**src/hdl/mcodp_pkg.sv**
```systemverilog
package mcodp_pkg;

    localparam int PC_BITS = 4;
    localparam int OP_BITS = 4;
    localparam int JC_BITS = 3;
    localparam int DS_BITS = 2;

    typedef logic [PC_BITS-1:0] t_pc;

    typedef struct packed {
        logic [DS_BITS-1:0] dsel;
        logic [OP_BITS-1:0] op;
        logic [JC_BITS-1:0] cond;
        t_pc                target;
    } t_uop;

    localparam logic [DS_BITS-1:0] DSEL_NONE = 2'd0;
    localparam logic [DS_BITS-1:0] DSEL_I    = 2'd1;
    localparam logic [DS_BITS-1:0] DSEL_J1   = 2'd2;
    localparam logic [DS_BITS-1:0] DSEL_K1   = 2'd3;

    localparam logic [OP_BITS-1:0] OP_NOP    = 4'd0;
    localparam logic [OP_BITS-1:0] OP_INIT   = 4'd1;
    localparam logic [OP_BITS-1:0] OP_KINIT  = 4'd2;
    localparam logic [OP_BITS-1:0] OP_LDDI   = 4'd3;
    localparam logic [OP_BITS-1:0] OP_LDPIJ  = 4'd4;
    localparam logic [OP_BITS-1:0] OP_MULSUM = 4'd5;
    localparam logic [OP_BITS-1:0] OP_CMP    = 4'd6;
    localparam logic [OP_BITS-1:0] OP_EMIT   = 4'd7;
    localparam logic [OP_BITS-1:0] OP_NEXT   = 4'd8;
    localparam logic [OP_BITS-1:0] OP_EMIT1  = 4'd9;

    localparam logic [JC_BITS-1:0] J_NEVER  = 3'd0;
    localparam logic [JC_BITS-1:0] J_ALWAYS = 3'd1;
    localparam logic [JC_BITS-1:0] J_NOGO   = 3'd2;
    localparam logic [JC_BITS-1:0] J_SINGLE = 3'd3;
    localparam logic [JC_BITS-1:0] J_KMORE  = 3'd4;
    localparam logic [JC_BITS-1:0] J_LAST   = 3'd5;

    localparam t_pc P_IDLE  = 4'd0;
    localparam t_pc P_INIT  = 4'd1;
    localparam t_pc P_SUB   = 4'd2;
    localparam t_pc P_DJ    = 4'd3;
    localparam t_pc P_PIJ   = 4'd4;
    localparam t_pc P_SPLIT = 4'd5;
    localparam t_pc P_MUL   = 4'd6;
    localparam t_pc P_CMP   = 4'd7;
    localparam t_pc P_EMIT  = 4'd8;
    localparam t_pc P_NEXT  = 4'd9;
    localparam t_pc P_ONE   = 4'd10;

    function automatic t_uop ucode(input t_pc pc);
        t_uop u;
        u = '{dsel: DSEL_NONE, op: OP_NOP, cond: J_ALWAYS, target: P_IDLE};
        case (pc)
            P_IDLE:  u = '{dsel: DSEL_NONE, op: OP_NOP,    cond: J_NOGO,   target: P_IDLE};
            P_INIT:  u = '{dsel: DSEL_NONE, op: OP_INIT,   cond: J_SINGLE, target: P_ONE};
            P_SUB:   u = '{dsel: DSEL_I,    op: OP_KINIT,  cond: J_NEVER,  target: P_IDLE};
            P_DJ:    u = '{dsel: DSEL_J1,   op: OP_LDDI,   cond: J_NEVER,  target: P_IDLE};
            P_PIJ:   u = '{dsel: DSEL_NONE, op: OP_LDPIJ,  cond: J_NEVER,  target: P_IDLE};
            P_SPLIT: u = '{dsel: DSEL_K1,   op: OP_NOP,    cond: J_NEVER,  target: P_IDLE};
            P_MUL:   u = '{dsel: DSEL_NONE, op: OP_MULSUM, cond: J_NEVER,  target: P_IDLE};
            P_CMP:   u = '{dsel: DSEL_NONE, op: OP_CMP,    cond: J_KMORE,  target: P_SPLIT};
            P_EMIT:  u = '{dsel: DSEL_NONE, op: OP_EMIT,   cond: J_LAST,   target: P_IDLE};
            P_NEXT:  u = '{dsel: DSEL_NONE, op: OP_NEXT,   cond: J_ALWAYS, target: P_SUB};
            P_ONE:   u = '{dsel: DSEL_NONE, op: OP_EMIT1,  cond: J_ALWAYS, target: P_IDLE};
            default: u = '{dsel: DSEL_NONE, op: OP_NOP,    cond: J_ALWAYS, target: P_IDLE};
        endcase
        return u;
    endfunction

endpackage

```
**src/hdl/matrix_chain_order_dp_core.sv**
```systemverilog
// Dimension beats are taken one per cycle while the sequencer is idle; a result beat
// waiting in the output register stalls only the emit steps.
// After the beat flagged last, a start step runs; each subchain then loads its dimensions,
// walks the three-step split loop (split, multiply, compare) once per split point and
// emits its result, while a single matrix goes straight to one zero-cost result.
// Synchronous active-low reset clears only the step counter, dimension count and valid.
module matrix_chain_order_dp_core
    import mcodp_pkg::*;
#(
    parameter int MAX_MATRICES = 8,
    parameter int DIM_BITS     = 8
) (
    input  logic        i_clk,
    input  logic        i_rst_n,
    input  logic        i_in_valid,
    output logic        o_in_ready,
    input  logic [7:0]  i_dim_value,
    input  logic        i_last_dim,
    output logic        o_out_valid,
    input  logic        i_out_ready,
    output logic [2:0]  o_row,
    output logic [2:0]  o_col,
    output logic [31:0] o_cost,
    output logic [3:0]  o_split_point,
    output logic        o_last_result
);

    localparam int DEPTH = MAX_MATRICES + 1;
    localparam int TDEPTH = MAX_MATRICES * MAX_MATRICES;
    localparam int DAW = $clog2(DEPTH);
    localparam int CW = $clog2(DEPTH + 1);
    localparam int IW = $clog2(MAX_MATRICES);
    localparam int CAW = $clog2(TDEPTH);
    localparam int QW = 2 * DIM_BITS;
    localparam int PW = 3 * DIM_BITS;
    localparam int SW = ((PW > 33) ? PW : 33) + 1;
    localparam logic [CW-1:0] CNT_FULL = CW'(DEPTH);
    localparam logic [CAW-1:0] ROW_STRIDE = CAW'(MAX_MATRICES);
    localparam logic [SW-1:0] SAT_LIM = SW'(33'h0_FFFF_FFFF);

    logic [DIM_BITS-1:0] r_dim_mem [DEPTH];
    logic [31:0]         r_cost_mem [TDEPTH];

    t_pc                 r_pc, n_pc;
    t_uop                w_uop;
    logic [CW-1:0]       r_cnt, n_cnt;
    logic [DAW-1:0]      r_n;
    logic [IW-1:0]       r_i, r_j, r_k, r_diag, r_bestk;
    logic [31:0]         r_best;
    logic [DIM_BITS-1:0] r_dq, r_di;
    logic [QW-1:0]       r_pij;
    logic [PW-1:0]       r_prod;
    logic [32:0]         r_sab;
    logic [31:0]         r_ca, r_cb;
    logic                r_za, r_zb;

    logic                r_ov;
    logic [2:0]          r_row, r_col;
    logic [31:0]         r_cost;
    logic [3:0]          r_split;
    logic                r_last;

    logic                w_in_acc, w_store, w_go, w_slot, w_hold, w_take;
    logic                w_last_sub, w_kmore, w_jend, w_better;
    logic [CW-1:0]       w_cnt_after;
    logic [DAW-1:0]      w_dim_addr;
    logic [CAW-1:0]      w_ca_addr, w_cb_addr, w_wr_addr;
    logic [31:0]         w_ca_m, w_cb_m, w_sat;
    logic [SW-1:0]       w_sum;

    assign w_uop       = ucode(r_pc);
    assign o_in_ready  = (r_pc == P_IDLE);
    assign w_in_acc    = i_in_valid && o_in_ready;
    assign w_store     = (r_cnt != CNT_FULL);
    assign w_cnt_after = r_cnt + CW'(w_store);
    assign w_go        = w_in_acc && i_last_dim && (w_cnt_after >= CW'(2));
    assign w_slot      = !r_ov || i_out_ready;
    assign w_hold      = ((w_uop.op == OP_EMIT) || (w_uop.op == OP_EMIT1)) && !w_slot;
    assign w_last_sub  = ((DAW'(r_diag) + DAW'(1)) == r_n);
    assign w_kmore     = ((r_k + IW'(1)) != r_j);
    assign w_jend      = ((DAW'(r_j) + DAW'(1)) == r_n);

    always_comb begin
        case (w_uop.cond)
            J_NEVER:  w_take = 1'b0;
            J_ALWAYS: w_take = 1'b1;
            J_NOGO:   w_take = !w_go;
            J_SINGLE: w_take = (r_n == DAW'(1));
            J_KMORE:  w_take = w_kmore;
            J_LAST:   w_take = w_last_sub;
            default:  w_take = 1'b0;
        endcase
        if (w_hold) begin
            n_pc = r_pc;
        end else if (w_take) begin
            n_pc = w_uop.target;
        end else begin
            n_pc = r_pc + t_pc'(1);
        end
    end

    always_comb begin
        n_cnt = r_cnt;
        if (w_in_acc) begin
            n_cnt = i_last_dim ? '0 : w_cnt_after;
        end
    end

    always_comb begin
        case (w_uop.dsel)
            DSEL_I:  w_dim_addr = DAW'(r_i);
            DSEL_J1: w_dim_addr = DAW'(r_j) + DAW'(1);
            DSEL_K1: w_dim_addr = DAW'(r_k) + DAW'(1);
            default: w_dim_addr = '0;
        endcase
    end

    assign w_ca_addr = CAW'(r_i) * ROW_STRIDE + CAW'(r_k);
    assign w_cb_addr = CAW'(r_k + IW'(1)) * ROW_STRIDE + CAW'(r_j);
    assign w_wr_addr = CAW'(r_i) * ROW_STRIDE + CAW'(r_j);

    assign w_ca_m   = r_za ? 32'd0 : r_ca;
    assign w_cb_m   = r_zb ? 32'd0 : r_cb;
    assign w_sum    = SW'(r_sab) + SW'(r_prod);
    assign w_sat    = (w_sum > SAT_LIM) ? 32'hFFFF_FFFF : w_sum[31:0];
    assign w_better = (r_k == r_i) || (w_sat < r_best);

    always_ff @(posedge i_clk) begin
        if (w_in_acc && w_store) begin
            r_dim_mem[r_cnt[DAW-1:0]] <= DIM_BITS'(i_dim_value);
        end
        r_dq <= r_dim_mem[w_dim_addr];
    end

    always_ff @(posedge i_clk) begin
        if ((w_uop.op == OP_EMIT) && !w_hold) begin
            r_cost_mem[w_wr_addr] <= r_best;
        end
        r_ca <= r_cost_mem[w_ca_addr];
        r_cb <= r_cost_mem[w_cb_addr];
    end

    always_ff @(posedge i_clk) begin
        if (!i_rst_n) begin
            r_pc  <= P_IDLE;
            r_cnt <= '0;
            r_ov  <= 1'b0;
        end else begin
            r_pc  <= n_pc;
            r_cnt <= n_cnt;
            if (((w_uop.op == OP_EMIT) || (w_uop.op == OP_EMIT1)) && !w_hold) begin
                r_ov <= 1'b1;
            end else if (i_out_ready) begin
                r_ov <= 1'b0;
            end
        end
    end

    always_ff @(posedge i_clk) begin
        if (w_in_acc && i_last_dim) begin
            r_n <= DAW'(w_cnt_after - CW'(1));
        end
        if (w_uop.dsel == DSEL_K1) begin
            r_za <= (r_k == r_i);
            r_zb <= ((r_k + IW'(1)) == r_j);
        end
        if (!w_hold) begin
            case (w_uop.op)
                OP_INIT: begin
                    r_i    <= '0;
                    r_j    <= IW'(1);
                    r_diag <= IW'(1);
                end
                OP_KINIT: begin
                    r_k <= r_i;
                end
                OP_LDDI: begin
                    r_di <= r_dq;
                end
                OP_LDPIJ: begin
                    r_pij <= QW'(r_di) * QW'(r_dq);
                end
                OP_MULSUM: begin
                    r_prod <= PW'(r_pij) * PW'(r_dq);
                    r_sab  <= {1'b0, w_ca_m} + {1'b0, w_cb_m};
                end
                OP_CMP: begin
                    if (w_better) begin
                        r_best  <= w_sat;
                        r_bestk <= r_k;
                    end
                    r_k <= r_k + IW'(1);
                end
                OP_EMIT: begin
                    r_row   <= 3'(r_i);
                    r_col   <= 3'(r_j);
                    r_cost  <= r_best;
                    r_split <= 4'(r_bestk) + 4'd1;
                    r_last  <= w_last_sub;
                end
                OP_NEXT: begin
                    if (w_jend) begin
                        r_diag <= r_diag + IW'(1);
                        r_i    <= '0;
                        r_j    <= r_diag + IW'(1);
                    end else begin
                        r_i <= r_i + IW'(1);
                        r_j <= r_j + IW'(1);
                    end
                end
                OP_EMIT1: begin
                    r_row   <= 3'd0;
                    r_col   <= 3'd0;
                    r_cost  <= 32'd0;
                    r_split <= 4'd0;
                    r_last  <= 1'b1;
                end
                default: begin
                end
            endcase
        end
    end

    assign o_out_valid   = r_ov;
    assign o_row         = r_row;
    assign o_col         = r_col;
    assign o_cost        = r_cost;
    assign o_split_point = r_split;
    assign o_last_result = r_last;

endmodule

```
**config.mk**
```make
export PLATFORM = sky130hd
export DESIGN_NAME = matrix_chain_order_dp_core
export DESIGN_NICKNAME = d
export VERILOG_FILES = /design/src/hdl/mcodp_pkg.sv /design/src/hdl/matrix_chain_order_dp_core.sv
export SDC_FILE = /design/constraint.sdc
export NUM_CORES = 2
export LEC_CHECK = 0
export BUFFER_PORTS_ARGS = -buffer_cell sky130_fd_sc_hd__buf_2
export CORE_MARGIN = 2
export CORE_UTILIZATION = 35
export DETAILED_ROUTE_END_ITERATION = 16
export PLACE_DENSITY = 0.58
export SKIP_CTS_REPAIR_TIMING = 1
export SLEW_MARGIN = 40
export SYNTH_ARGS = -nofsm -noshare
export SYNTH_HDL_FRONTEND = slang
export SYNTH_SLANG_ARGS = --single-unit
```
**constraint.sdc**
```tcl
create_clock -name i_clk -period 15 [get_ports i_clk]
set_clock_uncertainty 0.05 [all_clocks]
set_input_delay 3 -clock i_clk [delete_from_list [all_inputs] [get_ports i_clk]]
set_output_delay 3 -clock i_clk [all_outputs]
set_load 0.02 [all_outputs]
```
==> flow_metrics.env <==
export IMPL_grt_overflow_total=0
export IMPL_h_tree_depth=5
export IMPL_ys_seq_area_share_pct=61.7
export IMPL_cp_arrival_ps=6390
export IMPL_first_global_vias=75500
export IMPL_antenna_found_initial=38
export IMPL_yosys_warnings=0
export IMPL_start_kind="flip-flop"
export IMPL_rsz0062_at_grt="false"
export IMPL_grt_first_pass_wirelength_mm=576
export IMPL_via_count=76900
export IMPL_startpoint="r_prod[0]"
export IMPL_coreArea_mm2=0.327
export IMPL_dpl_instance_area_mm2=0.121
export IMPL_synth_flop_cell="edfxtp_1"
export IMPL_ff2ff_path_depth=23
export IMPL_critPathSlowestCell="a311oi_1"
export IMPL_clkLatencyLatePin_ps=880
export IMPL_max_stage_delay_ps=560
export IMPL_synth_area_mm2=0.115
export IMPL_wirelength_mm=416
export IMPL_cts_tree="yes"
export IMPL_wl_per_cell_um=34.3
export IMPL_ys_ff_latch=2390
export IMPL_post_dp_hpwl_mm=244
export IMPL_die_area_mm2=0.332
export IMPL_avgSynthCellArea_um2=15.4
export IMPL_antenna_left=0
export IMPL_via_per_inst=6.35
export IMPL_yosysUniqueCellTypes=87
export IMPL_p_comb_share_pct=40.8
export IMPL_crit_family="compound AO/OA/AOI/OAI gates"
export IMPL_min_from="r_dim_mem[8][0]"
export IMPL_synth_top_area_share_pct=60.1
export IMPL_gp_congestion=0.905
export IMPL_fin_crit_ps=5980
export IMPL_grt_max_degree=107
export IMPL_crit_chain="ha_1, inv_1, fa_1, nand2b_1, a21oi_1, nand4_1, a311oi_1, a211oi_1, nor2_1, xor2_1, a31oi_4, buf_8, nand2_1, ha_1, a21o_1, a21o_1, a21oi_1, nor2b_1, o21ai_0, a21o_1, nand3_1, a41oi_1, a21o_4"
export IMPL_cts_reportedPaths_clkPinSlew_ps=60
export IMPL_p_int_mw=15.5
export IMPL_worst_pin_slew_ps=1030
export IMPL_reg2reg_from="r_prod[0]"
export IMPL_period_share_pct=39.8
export IMPL_numCtsBuffers=272
export IMPL_outcome="finished clean"
export IMPL_swShare_pct=36.6
export IMPL_grt_usage_pct=24.3
export IMPL_num_nets_final=7856
export IMPL_power_density_mw_per_mm2=188
export IMPL_areaGrowthSynthToFinish_pct=13.5
export IMPL_io_buffers=57
export IMPL_endpoint_kind="flip-flop"
export IMPL_initial_core_util_pct=35.1
export IMPL_final_common_cell="edfxtp_1"
export IMPL_leakage_nw=42.8
export IMPL_drive_gt1_share_pct=21.0
export IMPL_die_height_um=577
export IMPL_rrSetupSlack_ps=9020
export IMPL_tns_ps=0
export IMPL_critical_path_class="reg -> reg"
export IMPL_syn_nets=7783
export IMPL_peakVddDrop_mv=0.505
export IMPL_hold_class="reg -> reg"
export IMPL_placementRows=210
export IMPL_final_cell_mix="edfxtp_1 (2,297), mux4_2 (634), nand2_1 (497)"
export IMPL_path_depth=23
export IMPL_drt_pass1_iterations=6
export IMPL_synth_area_leaders="edfxtp_1 (60%), mux4_2 (12%), a22oi_1 (2.3%), mux2i_1 (2.2%), fa_1 (2.1%)"
export IMPL_crit_fanout=35
export IMPL_required_ps=15420
export IMPL_slew_viol_final=0
export IMPL_p_clk_share_pct=26.7
export IMPL_hold_violations=0
export IMPL_cp_common_cell="a21o_1"
export IMPL_synth_edf_count=2297
export IMPL_setup_viol=0
export IMPL_pwr_share_seq_pct=32.5
export IMPL_clk_path_buf_depth=4
export IMPL_synth_area_leader_cell="edfxtp_1"
export IMPL_power_switching_mw=8.94
export IMPL_timing_critical_path_buf_inv=2
export IMPL_maxCapViolCount=0
export IMPL_hold_path_depth=2
export IMPL_io_pins=58
export IMPL_synthArstFlopShare_pct=0
export IMPL_remaining_drc_errors=0
export IMPL_relSlewSlack_pct=29.5
export IMPL_die_w_um=577
export IMPL_max_freq_mhz=167
export IMPL_drt_initial_drc_count=13600
export IMPL_endpoint="r_best[30]"
export IMPL_cts_root_buf="clkbuf_16"
export IMPL_rr_endpoint="r_best[30]"
export IMPL_synth_cells=7467
export IMPL_clkSinkCount=2390
export IMPL_design_area_mm2=0.130
state kept, by name, summed over array words and instances, names as in the netlist, 8 cells and up:
name	count
r_di	8
r_sab	33
r_cost_mem	2048
r_dim_mem	72
r_dq	8
r_prod	24
r_cb	32
r_pij	16
o_cost	32
r_best	32
w_uop	12
r_ca	32
through the flow:
step | total power [mW] | hold WS (ps) | setup WS, ps | instances | utilization (%)
3_3_place_gp | 17.8 | 433 | 8300 | 11600 | 37.0
3_5_place_dp | 17.9 | 432 | 8610 | 11600 | 37.1
6_report | 24.4 | 449 | 9020 | 12100 | 39.8
4_1_cts | 24.4 | 444 | 8840 | 12100 | 39.7
2_1_floorplan | 14.8 | 401 | 8320 | 7467 | -
5_1_grt | 25.6 | 481 | 8530 | 12100 | 39.8
power by group through the flow:
stage | registers [mW] | logic, mW | clock network (mW)
finish | 7.93 | 9.97 | 6.52
global route | 7.93 | 10.9 | 6.82
CTS | 7.93 | 9.86 | 6.57
detailed placement | 8.07 | 9.81 | 0
global placement | 8.06 | 9.69 | 0
floorplan | 7.94 | 6.83 | 0
kinds of logic (layout without fill, tap and decap cells):
group	count (synthesis)	in the layout	synth area share, %
buffers and inverters	730	1008	2.62
multiplexers	1012	1012	15.9
other	0	18	0
XOR/XNOR	105	105	0.815
adder cells (fa/ha/maj)	303	303	4.10
AO/OA/AOI/OAI	1572	1572	9.31
flip-flops	2390	2390	61.7
AND/OR/NAND/NOR	1355	1355	5.54
Yosys cell counts, types with 100 or more instances:
| cell | n |
|---|---|
| edfxtp_1 | 2297 |
| mux4_2 | 634 |
| nand2_1 | 500 |
| a21oi_1 | 362 |
| a22oi_1 | 356 |
| nor2_1 | 289 |
| clkbuf_1 | 258 |
| mux2i_1 | 249 |
| inv_1 | 198 |
| ha_1 | 181 |
| buf_2 | 177 |
| o21ai_0 | 171 |
| mux2_2 | 129 |
| and2_1 | 124 |
| a22o_1 | 122 |
| fa_1 | 122 |
| a221oi_1 | 104 |
| nand3_1 | 100 |
metal layers:
metal	wire length, µm	part of all wire [%]	track usage [%]
met1	153000	37	32.2
met2	181000	43	36.0
met3	58500	14	7.72
met4	23400	5.6	12.4
met5	125	0.030	0
cell type report:
| cell class | count | area (µm²) |
|---|---|---|
| fill | 29700 | 197000 |
| clock inverter | 139 | 1230 |
| timing repair buffer | 326 | 2730 |
| antenna | 18 | 45.0 |
| sequential | 2390 | 70800 |
| inverter | 203 | 762 |
| clock buffer | 340 | 7320 |
| multi-input combinational | 4347 | 41800 |
| tap | 4346 | 5440 |
worst min path at each step:
| stage | end |
|---|---|
| floorplan | r_bestk[0] |
| finish | r_dq[0] |
| global placement | r_dq[4] |
| global route | r_dq[5] |
| detailed placement | r_dq[5] |
| CTS | r_dq[5] |
tightest hold or removal path, cell delays in order, from the launching register on:
cell	delay, ps
edfxtp_1	320
nor2_1	40
a21oi_1	90
Note: power is estimated with default switching activity, not from simulation.
